### config.mk
export PLATFORM = sky130hd
export DESIGN_NAME = paged_mmu_aging_replacement
export DESIGN_NICKNAME = d
export VERILOG_FILES = /design/src/rtl/pmar_pkg.sv /design/src/rtl/pmar_ctrl.sv /design/src/rtl/pmar_dp.sv /design/src/rtl/paged_mmu_aging_replacement.sv
export SDC_FILE = /design/constraint.sdc
export NUM_CORES = 2
export LEC_CHECK = 0
export ABC_CLOCK_PERIOD_IN_PS = 13600
export BUFFER_PORTS_ARGS = -buffer_cell sky130_fd_sc_hd__buf_4
export CORE_MARGIN = 5
export CORE_UTILIZATION = 50
export CTS_CLUSTER_DIAMETER = 100
export CTS_CLUSTER_SIZE = 8
export DETAILED_ROUTE_END_ITERATION = 6
export PLACE_DENSITY_LB_ADDON = 0.2
export SLEW_MARGIN = 20
export SYNTH_ARGS = -nofsm -noshare
export SYNTH_HDL_FRONTEND = slang
export SYNTH_SLANG_ARGS = --single-unit
### constraint.sdc
create_clock -name clk -period 13.6 [get_ports clk]
set_clock_uncertainty 0.05 [all_clocks]
set_input_delay 0.68 -clock clk [delete_from_list [all_inputs] [get_ports clk]]
set_output_delay 0.68 -clock clk [all_outputs]
set_load 0.01 [all_outputs]
### src/rtl/pmar_pkg.sv
// Package for the paged MMU with aging replacement.
// Holds sizes, status codes and the controller/datapath command and status structs.
package pmar_pkg;
  localparam int PAGE_BYTES_D    = 16;
  localparam int OUTER_ENTRIES_D = 4;
  localparam int INNER_ENTRIES_D = 8;
  localparam int FRAMES_D        = 16;
  localparam int PROCESSES_D     = 4;

  localparam logic [7:0] AGE_TOP = 8'h80;
  localparam logic [7:0] AGE_MAX = 8'hFF;
  localparam logic [7:0] PERIOD_RESET = 8'd10;

  localparam logic [2:0] ST_OK       = 3'd0;
  localparam logic [2:0] ST_BOUNDS   = 3'd1;
  localparam logic [2:0] ST_PROCESS  = 3'd2;
  localparam logic [2:0] ST_READ_DN  = 3'd3;
  localparam logic [2:0] ST_INVALID  = 3'd6;

  localparam logic [1:0] KIND_WRITE   = 2'd1;
  localparam logic [1:0] KIND_INVALID = 2'd3;

  typedef struct packed {
    logic load;        // latch request, decode
    logic frame_clr;   // clear frame scan index
    logic frame_step;  // test one frame
    logic age_clr;     // clear page scan index
    logic age_step;    // test one page for victim
    logic commit;      // apply fault / access updates, build result
    logic tick;        // bump tick counter
    logic shift_step;  // age one page
    logic emit;        // drive result strobe
  } pmar_cmd_t;

  typedef struct packed {
    logic is_load_op;
    logic oob;
    logic wrong_pid;
    logic present;
    logic frame_done;   // scan ended
    logic frame_found;
    logic age_done;
    logic age_due;      // tick reached period
    logic shift_done;
  } pmar_sts_t;
endpackage

### src/rtl/pmar_ctrl.sv
// Sequencer for the paged MMU: steps decode, frame scan, victim scan, commit, aging.
// Depends on pmar_pkg.
module pmar_ctrl import pmar_pkg::*; (
  input  logic      clk,
  input  logic      rst_n,
  input  logic      start,
  output logic      busy,
  input  pmar_sts_t sts,
  output pmar_cmd_t cmd
);
  typedef enum logic [2:0] {
    S_IDLE, S_DEC, S_FSCAN, S_ASCAN, S_COMMIT, S_TICK, S_SHIFT, S_EMIT
  } state_t;
  state_t state_r, state_nxt;

  always_comb begin
    cmd = '0;
    state_nxt = state_r;
    case (state_r)
      S_IDLE: begin
        if (start) begin
          cmd.load = 1'b1;
          state_nxt = S_DEC;
        end
      end
      S_DEC: begin
        cmd.frame_clr = 1'b1;
        if (sts.is_load_op) state_nxt = S_EMIT;
        else if (sts.oob || sts.wrong_pid || sts.present) state_nxt = S_COMMIT;
        else state_nxt = S_FSCAN;
      end
      S_FSCAN: begin
        cmd.frame_step = 1'b1;
        cmd.age_clr = 1'b1;
        if (sts.frame_found) state_nxt = S_COMMIT;
        else if (sts.frame_done) state_nxt = S_ASCAN;
      end
      S_ASCAN: begin
        cmd.age_step = 1'b1;
        if (sts.age_done) state_nxt = S_COMMIT;
      end
      S_COMMIT: begin
        cmd.commit = 1'b1;
        state_nxt = S_TICK;
      end
      S_TICK: begin
        cmd.tick = 1'b1;
        cmd.age_clr = 1'b1;
        state_nxt = sts.age_due ? S_SHIFT : S_EMIT;
      end
      S_SHIFT: begin
        cmd.shift_step = 1'b1;
        if (sts.shift_done) state_nxt = S_EMIT;
      end
      S_EMIT: begin
        cmd.emit = 1'b1;
        state_nxt = S_IDLE;
      end
      default: state_nxt = S_IDLE;
    endcase
  end

  always_ff @(posedge clk) begin
    if (!rst_n) state_r <= S_IDLE;
    else        state_r <= state_nxt;
  end

  assign busy = (state_r != S_IDLE);
endmodule

### src/rtl/pmar_dp.sv
// Datapath for the paged MMU: page table, frame map, scan indexes, result register.
// Depends on pmar_pkg; driven by pmar_ctrl commands.
module pmar_dp import pmar_pkg::*; #(
  parameter int PAGE_BYTES    = PAGE_BYTES_D,
  parameter int OUTER_ENTRIES = OUTER_ENTRIES_D,
  parameter int INNER_ENTRIES = INNER_ENTRIES_D,
  parameter int FRAMES        = FRAMES_D
) (
  input  logic       clk,
  input  logic       rst_n,
  input  pmar_cmd_t  cmd,
  output pmar_sts_t  sts,
  input  logic       cfg_we,
  input  logic [7:0] cfg_wdata,
  input  logic       in_op,
  input  logic [9:0] in_virtual_address,
  input  logic [1:0] in_process_id,
  input  logic [1:0] in_access_kind,
  input  logic [4:0] in_target_page,
  input  logic [2:0] in_protection_bits,
  output logic       out_valid,
  output logic [2:0] out_status,
  output logic [7:0] out_physical_address,
  output logic       out_page_fault,
  output logic [3:0] out_fill_frame,
  output logic       out_evicted,
  output logic [4:0] out_evicted_page,
  output logic       out_write_back
);
  localparam int PAGES = OUTER_ENTRIES * INNER_ENTRIES;
  localparam int VIRT  = PAGES * PAGE_BYTES;
  localparam int PW = (PAGES > 1) ? $clog2(PAGES) : 1;
  localparam int FW = (FRAMES > 1) ? $clog2(FRAMES) : 1;
  localparam int OW = $clog2(PAGE_BYTES);

  logic [PAGES-1:0] present_r, dirty_r, ref_r;
  logic [7:0]       age_r   [PAGES];
  logic [FW-1:0]    frame_r [PAGES];
  logic [1:0]       owner_r [PAGES];
  logic [2:0]       rights_r[PAGES];
  logic [FRAMES-1:0] in_use_r;
  logic [7:0] tick_r, period_r;

  logic       op_r, oob_r;
  logic [9:0] va_r;
  logic [1:0] pid_r, kind_r;

  logic [FW:0] fidx_r;
  logic [PW:0] pidx_r;
  logic [FW-1:0] fill_r;
  logic        fault_r, have_r;
  logic [8:0]  best_r;
  logic [PW-1:0] victim_r;

  logic [2:0] status_r;
  logic [7:0] paddr_r;
  logic       evict_r, wb_r, valid_r;
  logic [4:0] vpage_r;
  logic [7:0] tick_inc;

  logic [PW-1:0] page;
  logic [OW-1:0] off;
  logic [PW-1:0] pscan;
  logic [FW-1:0] fscan;
  logic [FW-1:0] use_frame;
  logic [2:0] rights;

  assign page  = PW'(va_r / PAGE_BYTES);
  assign off   = OW'(va_r % PAGE_BYTES);
  assign pscan = pidx_r[PW-1:0];
  assign fscan = fidx_r[FW-1:0];
  assign tick_inc = tick_r + 8'd1;
  assign rights = rights_r[page];
  assign use_frame = (fault_r ? fill_r : frame_r[page]);

  always_comb begin
    sts.is_load_op  = op_r;
    sts.oob         = oob_r;
    sts.wrong_pid   = owner_r[page] != pid_r;
    sts.present     = present_r[page];
    sts.frame_done  = (fidx_r == (FW+1)'(FRAMES - 1)) || (fidx_r >= (FW+1)'(FRAMES));
    sts.frame_found = !in_use_r[fscan];
    sts.age_done    = (pidx_r == (PW+1)'(PAGES - 1));
    sts.age_due     = !(tick_inc < period_r);
    sts.shift_done  = (pidx_r == (PW+1)'(PAGES - 1));
  end

  always_ff @(posedge clk) begin
    if (!rst_n) begin
      valid_r   <= 1'b0;
      present_r <= '0;
      dirty_r   <= '0;
      ref_r     <= '0;
      in_use_r  <= '0;
      tick_r    <= '0;
      period_r  <= PERIOD_RESET;
      for (int i = 0; i < PAGES; i++) begin
        age_r[i]    <= '0;
        frame_r[i]  <= '0;
        owner_r[i]  <= '0;
        rights_r[i] <= '0;
      end
    end else begin
      valid_r <= cmd.emit;
      if (cfg_we) period_r <= cfg_wdata;
      if (cmd.load) begin
        op_r <= in_op;
        va_r <= in_virtual_address;
        oob_r <= (32'(in_virtual_address) >= VIRT);
        pid_r <= in_process_id;
        kind_r <= in_access_kind;
        status_r <= ST_OK;
        paddr_r <= '0;
        fault_r <= 1'b0;
        fill_r <= '0;
        evict_r <= 1'b0;
        vpage_r <= '0;
        wb_r <= 1'b0;
        if (in_op && (32'(in_target_page) < PAGES)) begin
          owner_r[PW'(in_target_page)]  <= in_process_id;
          rights_r[PW'(in_target_page)] <= in_protection_bits;
        end
      end
      if (cmd.frame_clr) begin
        fidx_r <= '0;
      end
      if (cmd.frame_step) begin
        fault_r <= 1'b1;
        if (!in_use_r[fscan]) fill_r <= fscan;
        fidx_r <= fidx_r + 1'b1;
      end
      if (cmd.age_clr) begin
        pidx_r <= '0;
        best_r <= 9'h100;
        have_r <= 1'b0;
        victim_r <= '0;
      end
      if (cmd.age_step) begin
        if (present_r[pscan] && ({1'b0, age_r[pscan]} < best_r)) begin
          best_r <= {1'b0, age_r[pscan]};
          victim_r <= pscan;
          have_r <= 1'b1;
          fill_r <= frame_r[pscan];
        end
        pidx_r <= pidx_r + 1'b1;
      end
      if (cmd.commit) begin
        if (oob_r) status_r <= ST_BOUNDS;
        else if (owner_r[page] != pid_r) status_r <= ST_PROCESS;
        else begin
          if (fault_r) begin
            if (have_r) begin
              evict_r <= 1'b1;
              vpage_r <= 5'(victim_r);
              wb_r <= dirty_r[victim_r];
              present_r[victim_r] <= 1'b0;
              dirty_r[victim_r] <= 1'b0;
              age_r[victim_r] <= '0;
              ref_r[victim_r] <= 1'b0;
            end
            in_use_r[fill_r] <= 1'b1;
            frame_r[page] <= fill_r;
            present_r[page] <= 1'b1;
            age_r[page] <= '0;
          end
          paddr_r <= 8'((32'(use_frame) * PAGE_BYTES) + 32'(off));
          dirty_r[page] <= ((kind_r == KIND_WRITE) && rights[KIND_WRITE]) ? 1'b1 :
                           (fault_r ? 1'b0 : dirty_r[page]);
          ref_r[page] <= (kind_r != KIND_INVALID) || (!fault_r && ref_r[page]);
          if (kind_r == KIND_INVALID) status_r <= ST_INVALID;
          else if (!rights[kind_r]) status_r <= ST_READ_DN + 3'(kind_r);
        end
      end
      if (cmd.tick) begin
        tick_r <= (tick_inc < period_r) ? tick_inc : 8'd0;
      end
      if (cmd.shift_step) begin
        age_r[pscan] <= ref_r[pscan] ? ((age_r[pscan] >> 1) | AGE_TOP) : (age_r[pscan] >> 1);
        ref_r[pscan] <= 1'b0;
        pidx_r <= pidx_r + 1'b1;
      end
    end
  end

  assign out_valid = valid_r;
  assign out_status = status_r;
  assign out_physical_address = paddr_r;
  assign out_page_fault = fault_r;
  assign out_fill_frame = 4'(fill_r);
  assign out_evicted = evict_r;
  assign out_evicted_page = vpage_r;
  assign out_write_back = wb_r;
endmodule

### src/rtl/paged_mmu_aging_replacement.sv
// Top level of the paged MMU with aging page replacement.
// Joins pmar_ctrl and pmar_dp; depends on pmar_pkg.
//
// Usage: raise start with the request fields; the request is taken at an edge
// where start is high and busy is low. busy stays high until the result beat.
// out_valid marks the result beat for exactly one cycle; the receiver cannot
// stall and must take it then.
// Sequence: op 1 passes decode and emit only. An access passes decode,
// commit, tick and emit on a hit; on a fault a frame scan tests one frame
// at a time (up to FRAMES), and when no frame is free a victim search tests
// every page (PAGES); when the aging period expires, an aging walk over all
// pages follows the tick. The frame scan and page walks set the access time.
// One request is in flight at a time.
// cfg_we writes the aging period; write only while busy is low.
// Reset clears the page table, the frame map and the tick counter and
// loads an aging period of 10.
module paged_mmu_aging_replacement import pmar_pkg::*; #(
  parameter int PAGE_BYTES    = PAGE_BYTES_D,
  parameter int OUTER_ENTRIES = OUTER_ENTRIES_D,
  parameter int INNER_ENTRIES = INNER_ENTRIES_D,
  parameter int FRAMES        = FRAMES_D
) (
  input  logic       clk,
  input  logic       rst_n,
  input  logic       start,
  output logic       busy,
  input  logic       cfg_we,
  input  logic [7:0] cfg_wdata,
  input  logic       in_op,
  input  logic [9:0] in_virtual_address,
  input  logic [1:0] in_process_id,
  input  logic [1:0] in_access_kind,
  input  logic [4:0] in_target_page,
  input  logic [2:0] in_protection_bits,
  output logic       out_valid,
  output logic [2:0] out_status,
  output logic [7:0] out_physical_address,
  output logic       out_page_fault,
  output logic [3:0] out_fill_frame,
  output logic       out_evicted,
  output logic [4:0] out_evicted_page,
  output logic       out_write_back
);
  pmar_cmd_t cmd;
  pmar_sts_t sts;

  pmar_ctrl u_ctrl (
    .clk(clk), .rst_n(rst_n), .start(start), .busy(busy), .sts(sts), .cmd(cmd)
  );

  pmar_dp #(
    .PAGE_BYTES(PAGE_BYTES), .OUTER_ENTRIES(OUTER_ENTRIES),
    .INNER_ENTRIES(INNER_ENTRIES), .FRAMES(FRAMES)
  ) u_dp (
    .clk(clk), .rst_n(rst_n), .cmd(cmd), .sts(sts),
    .cfg_we(cfg_we), .cfg_wdata(cfg_wdata),
    .in_op(in_op), .in_virtual_address(in_virtual_address),
    .in_process_id(in_process_id), .in_access_kind(in_access_kind),
    .in_target_page(in_target_page), .in_protection_bits(in_protection_bits),
    .out_valid(out_valid), .out_status(out_status),
    .out_physical_address(out_physical_address), .out_page_fault(out_page_fault),
    .out_fill_frame(out_fill_frame), .out_evicted(out_evicted),
    .out_evicted_page(out_evicted_page), .out_write_back(out_write_back)
  );

  a_valid_busy: assert property (@(posedge clk) disable iff (!rst_n)
    out_valid |-> !busy) else $error("result beat while busy");
  a_start_busy: assert property (@(posedge clk) disable iff (!rst_n)
    (start && !busy) |=> busy) else $error("request not taken");
  a_evict_fault: assert property (@(posedge clk) disable iff (!rst_n)
    out_valid && out_evicted |-> out_page_fault) else $error("evict without fault");
  a_wb_evict: assert property (@(posedge clk) disable iff (!rst_n)
    out_valid && out_write_back |-> out_evicted) else $error("write-back without evict");
endmodule
# Word level (Yosys, flattened, before mapping)
# Memory sizes are Yosys's and may differ from the RTL's. A register that Yosys moved wholly into a read port is not among the register bits.
# Cells that the tools add are included.
dict set report word_totals {
  reg_bits 196
  ramBits 544
  inputBits 35
  word_cells 271
  n_memories 4
}
# memory words width rd rd_clocked_by_memory_dff write_ports line_no
set memory_table {}
lappend memory_table {u_dp.age_r 32 8 1 1 32 pmar_dp.sv:37} ;# logic [7:0] age_r [PAGES];
lappend memory_table {u_dp.frame_r 32 4 2 2 32 pmar_dp.sv:38} ;# logic [FW-1:0] frame_r [PAGES];
lappend memory_table {u_dp.rights_r 32 3 1 1 32 pmar_dp.sv:40} ;# logic [2:0] rights_r[PAGES];
lappend memory_table {u_dp.owner_r 32 2 1 1 32 pmar_dp.sv:39} ;# logic [1:0] owner_r [PAGES];
dict set report classes {
  n_addsub 5
  magnitude_cmp 14
  n_eq_ne 17
  n_mux 165
  bitwise_logic 10
  reduce_logical 31
}
# op count
set ops {}
lappend ops {{2-to-1 mux 32 bit} 23}
lappend ops {{bitwise AND 32 bit} 4}
lappend ops {{2-to-1 mux 5 bit} 22}
lappend ops {{2-to-1 mux 8 bit} 9}
lappend ops {{2-to-1 mux 1 bit} 68}
lappend ops {{bitwise mux 32 bit} 2}
lappend ops {{inverter 32 bit} 2}
lappend ops {{2-to-1 mux 3 bit} 14}
lappend ops {{bitwise OR 32 bit} 1}
lappend ops {{binary-select mux 1 bit (select 5 bit)} 6}
lappend ops {{2-to-1 mux 4 bit} 7}
lappend ops {{2-to-1 mux 9 bit} 3}
lappend ops {{case mux 3 bit (8 select lines)} 1}
lappend ops {{OR reduction 8 bit} 3}
lappend ops {{less-than comparator 5 x 6 -> 1 bit, second input constant} 3}
lappend ops {{2-to-1 mux 6 bit} 3}
lappend ops {{bitwise OR 16 bit} 1}
lappend ops {{demux 1 bit (select 5 bit)} 3}
lappend ops {{greater-or-equal comparator 5 x 1 -> 1 bit, second input constant} 3}
lappend ops {{equality test 3 bit, second input constant} 4}
lappend ops {{greater-or-equal comparator 10 bit, second input constant} 1}
lappend ops {{less-than comparator 4 x 5 -> 1 bit, second input constant} 2}
lappend ops {{less-than comparator 8 x 9 -> 1 bit} 1}
lappend ops {{adder 8 x 1 -> 8 bit, second input constant} 1}
lappend ops {{other kinds (34)} 55}

# Longest topological paths before layout
dict set report logic_depth {
  depth_word 19
  depth_mapped 19
  depth_no_buf 12
}

# Hierarchy
# From an unflattened synthesis, not the netlist that was laid out.
dict set report unflattened {
  cells_unflattened 2953
  hier_area_um2 37128.1
}
# mod n_inst cells_each area_per_inst_um2 seq_area_each_um2
set by_module_without_submodules {}
lappend by_module_without_submodules {pmar_dp 1 2907 36819.1 21040.2}
lappend by_module_without_submodules {pmar_ctrl 1 46 309.0 60.1}

# Worst setup path after synthesis
# No wires, ideal clock.
dict set report synth_path {
  path_kind {register to register}
  startpoint {register with a tool-made name}
  endpoint {register u_dp.victim_r[2], data pin}
  setup_ns 0.266
  t_arrival_ns 4.334
  required_ns 13.284
  slack_ns 8.950
  stages_incl_launch_ff 19
  path_buffers 6
  period_less_slack_ns 4.650
  path_cell_list {dfxtp_1 -> buf_2 -> buf_2 -> buf_2 -> mux4_2 -> mux4_2 -> mux2i_1 -> buf_2 -> clkinv_1 -> ha_1 -> a21o_1 -> a21o_1 -> a21oi_1 -> nor2_1 -> or4_1 -> buf_2 -> clkbuf_1 -> nand3_1 -> o21ai_0}
}
# element line_no
set synth_rtl {}
lappend synth_rtl {{end signal: assignment} pmar_dp.sv:141} ;# victim_r <= pscan;
lappend synth_rtl {{end: declaration} pmar_dp.sv:53} ;# logic [PW-1:0] victim_r;

==> parameters.txt <==
Parameter                              Value

Power
  Worst vdd rail ir drop ... 120 uV
  Static leakage ... 14.1 nW
  Total power density per cell area ... 155 nW/um2
  Total power consumption of the routed design ... 6.33 mW

Floorplan
  Die Y-Extent ... 282 um
  Number of top-level design ports ... 60
  Floorplan core area ... 73100 um2
  Die W ... 282 um
  Die area ... 79500 um2
  Row count ... 99
  Starting utilization of the core area ... 0.506

Worst setup path
  Arrival time of data at the critical path endpoint ... 6.41 ns
  Worst R2R Setup Slack ... 7.53 ns
  CP Max Fanout ... 48
  Terminus of the critical flop-to-flop path ... u_dp.out_fill_frame[1]
  Critical setup path kind ... reg2reg
  Sort of element at the end of the critical path ... flop
  Number of cell instances on the worst register-to-register path ... 15
  Type of element launching the critical path ... flop
  WP data required ... 13.94 ns

STA
  Final number of max-transition violations ... 0
  Shortest clock period the worst path allows after layout ... 6.07 ns
  Peak clock frequency supported by timing ... 165 MHz
  Worst slack on hold paths ... 0.148 ns
  Final setup viols ... 0
  Ratio of final minimum period to clock period ... 0.447
  Total negative slack ... 0 ns
  Fin. Hold Viols ... 0
  Slew of the pin with the lowest slew margin ... 1.19 ns
  Headroom to the max-slew limit ... 0.203
  RSZ-0062 raised after global routing ... no

Run status
  Result of the run ... finished, violations left
  Violated checks ... DRC

Route
  DRT iter0 DRCs ... 4060
  Post-detailed-route DRC marker count ... 43
  Vias post-DR ... 29200
  Final routed wire length divided by cell count ... 28.6 um
  Detailed Route WL ... 120000 um
  Remaining number of nets flagged by the antenna check after routing ... 0
  First-pass detailed-route iteration total ... 7
  Vias per Instance ... 6.96

Placement
  Detailed placement HPWL ... 79900 um
  Total cell area at the placement stage ... 38000 um2
  Placer's final routability congestion estimate ... 0.941
  Placed Cells ... 4039
  Port Buffer Count ... 59

Logic synthesis
  Most used flip-flop cell after synthesis ... sky130_fd_sc_hd__dfxtp_1
  Number of flops mapped to enable cells by yosys ... 352
  Post-synthesis async set-or-reset flop share ... 0
  Library cell with the largest summed area after synthesis ... sky130_fd_sc_hd__edfxtp_1
  Cell area after synthesis ... 37000 um2
  Synth top area share ... 0.286
  Synth top cells by count ... sky130_fd_sc_hd__dfxtp_1 (398), sky130_fd_sc_hd__edfxtp_1 (352), sky130_fd_sc_hd__nor2_1 (294)
  Post-synth cell types ... 72
  Flops & latches, synth ... 750
  Post-Synthesis Net Count ... 3287
  Dominant cells by area after synthesis ... sky130_fd_sc_hd__edfxtp_1 (29%), sky130_fd_sc_hd__dfxtp_1 (22%), sky130_fd_sc_hd__mux4_2 (15%), sky130_fd_sc_hd__nor2_1 (3.0%), sky130_fd_sc_hd__and2_1 (2.9%)
  Yosys Warn Count ... 0
  Cells after Synth ... 3228
  Dominant cell by count in the synthesized netlist ... sky130_fd_sc_hd__dfxtp_1
  Average footprint of a synthesized cell ... 11.4 um2
  Portion of the post-synthesis area used by sequential elements ... 0.502

Clock tree
  Resized cells post-CTS ... 0
  Number of H-tree levels ... 3
  Number of buffers added for setup after CTS ... 0
  Cell at the root of the clock tree ... sky130_fd_sc_hd__clkbuf_16
  TritonCTS Sinks ... 750
  Maximum clock insertion buffer count ... 3
  Hold-fix buffers at CTS ... 0
  Clock buffers created by TritonCTS ... 103
  Latest clock arrival within the worst-skew pair ... 0.67 ns
  Reg clk slew, reported paths ... 0.05 ns
  Clock tree from TritonCTS ... done

Global route
  Antenna violations before repair ... 6
  Global-route usage over all layers ... 0.297
  Vias in the first global route ... 28100
  Maximum number of pins on one net before global-route repair ... 102
  Wire length of the first global-routing pass ... 180000 um
  Total gr overflow ... 0

Worst hold path
  Min-Delay Startpoint ... in_virtual_address[1]
  End point of the worst hold path ... u_dp.va_r[1]
  Worst Hold Path Cells ... 1
  Worst min-delay path category ... in2reg

Cells and area
  Share of final-layout standard cells stronger than drive strength 1 ... 0.176
  Fin nets ... 3245
  Count of placed standard cells in the final layout, fillers left out ... 4198
  Area growth, synth to finish ... 10.8%
  Cell area after layout ... 41000 um2

Job
  Max Cap Viol ... 0
[cells in the final DEF, fill, tap and decap left out, types with 12 or more instances in the layout]
master	n
sky130_fd_sc_hd__dfxtp_1	392
sky130_fd_sc_hd__edfxtp_1	352
sky130_fd_sc_hd__nor2_1	290
sky130_fd_sc_hd__mux4_2	253
sky130_fd_sc_hd__nand2_1	201
sky130_fd_sc_hd__and2_1	175
sky130_fd_sc_hd__nand3_1	174
sky130_fd_sc_hd__a21oi_1	160
sky130_fd_sc_hd__o21ai_0	159
sky130_fd_sc_hd__a22oi_1	140
sky130_fd_sc_hd__buf_4	121
sky130_fd_sc_hd__clkbuf_16	106
sky130_fd_sc_hd__a22o_1	74
sky130_fd_sc_hd__o2bb2ai_1	64
sky130_fd_sc_hd__nor3_1	62
sky130_fd_sc_hd__mux2i_1	45
sky130_fd_sc_hd__clkbuf_1	45
sky130_fd_sc_hd__inv_1	32
sky130_fd_sc_hd__nor2b_1	26
sky130_fd_sc_hd__a21boi_0	25
sky130_fd_sc_hd__a31o_2	24
sky130_fd_sc_hd__ha_1	24
sky130_fd_sc_hd__o211a_1	23
sky130_fd_sc_hd__and3_1	18
sky130_fd_sc_hd__o311ai_0	17
sky130_fd_sc_hd__o211ai_1	15
sky130_fd_sc_hd__o221a_2	15
sky130_fd_sc_hd__o21a_1	14
sky130_fd_sc_hd__nor4_1	13
sky130_fd_sc_hd__a31oi_1	12
[worst max path at each step]
stage,to,slack (ns)
after floorplan,u_dp.victim_r[2],8.95
after global placement,u_dp.out_fill_frame[0],7.58
after detailed placement,u_dp.out_fill_frame[1],7.48
after CTS,u_dp.out_fill_frame[2],7.49
after global routing,u_dp.out_fill_frame[2],7.12
final,u_dp.out_fill_frame[1],7.53
[critical path: stages, from the launching register on]
cell and delay (ns):
sky130_fd_sc_hd__dfxtp_4 0.47, sky130_fd_sc_hd__buf_4 0.75, sky130_fd_sc_hd__buf_4 0.74, sky130_fd_sc_hd__mux4_2 0.60, sky130_fd_sc_hd__mux4_2 0.49, sky130_fd_sc_hd__mux2i_1 0.15, sky130_fd_sc_hd__buf_4 0.24, sky130_fd_sc_hd__clkinv_1 0.31
sky130_fd_sc_hd__ha_1 0.40, sky130_fd_sc_hd__a21o_1 0.17, sky130_fd_sc_hd__a21oi_1 0.15, sky130_fd_sc_hd__o211ai_1 0.09, sky130_fd_sc_hd__or4_1 0.53, sky130_fd_sc_hd__buf_4 0.28, sky130_fd_sc_hd__a211oi_1 0.25, sky130_fd_sc_hd__a31oi_1 0.06
[registers in the layout (all words and copies together) (netlist names), 9 cells and up, named ones only]
signal,count
u_dp.present_r,32
u_dp.dirty_r,32
u_dp.in_use_r,16
u_dp.owner_r,64
u_dp.age_r,256
u_dp.frame_r,128
u_dp.best_r,9
u_dp.va_r,9
u_dp.rights_r,96
u_dp.ref_r,32
[cell families (layout without fill, tap and decap cells)]
logic type      Yosys count  in the layout  synth area share
compound gates          804            804             0.151
xor+xnor                 10             10           0.00237
fa+ha+maj                24             24           0.00812
buf+inv                 313            322            0.0347
flops                   750            750             0.502
mux                     306            306             0.169
other cells               0              2                 0
simple gates           1021           1021             0.133
[metrics by stage]
stage	util	setup WS (ns)
global route	0.560	7.12
detailed placement	0.520	7.48
CTS	0.560	7.49
floorplan	-	8.95
finish	0.560	7.53
global placement	0.520	7.58
[report_power, final]
group | total, mW | switching [mW] | internal (mW)
clock | 2.38 | 0.967 | 1.41
sequential | 2.68 | 0.199 | 2.48
combinational | 1.27 | 0.748 | 0.525
total | 6.33 | 1.91 | 4.42
[layer usage]
layer / global-route usage / wire (um)
met1: 0.418 / 47000
met2: 0.437 / 52600
met3: 0.0909 / 15500
met4: 0.109 / 4750
met5: 0.00239 / 41
[cell type report]
class	count	area, um2
fill	6032	32100
sequential	750	18600
multi-input combinational	2165	17200
clock buffer	151	2820
tap	959	1200
timing repair buffer	123	933
inverter	43	161
clock inverter	5	78.8
antenna	2	5.00
Note: power is estimated with default switching activity, not from simulation.
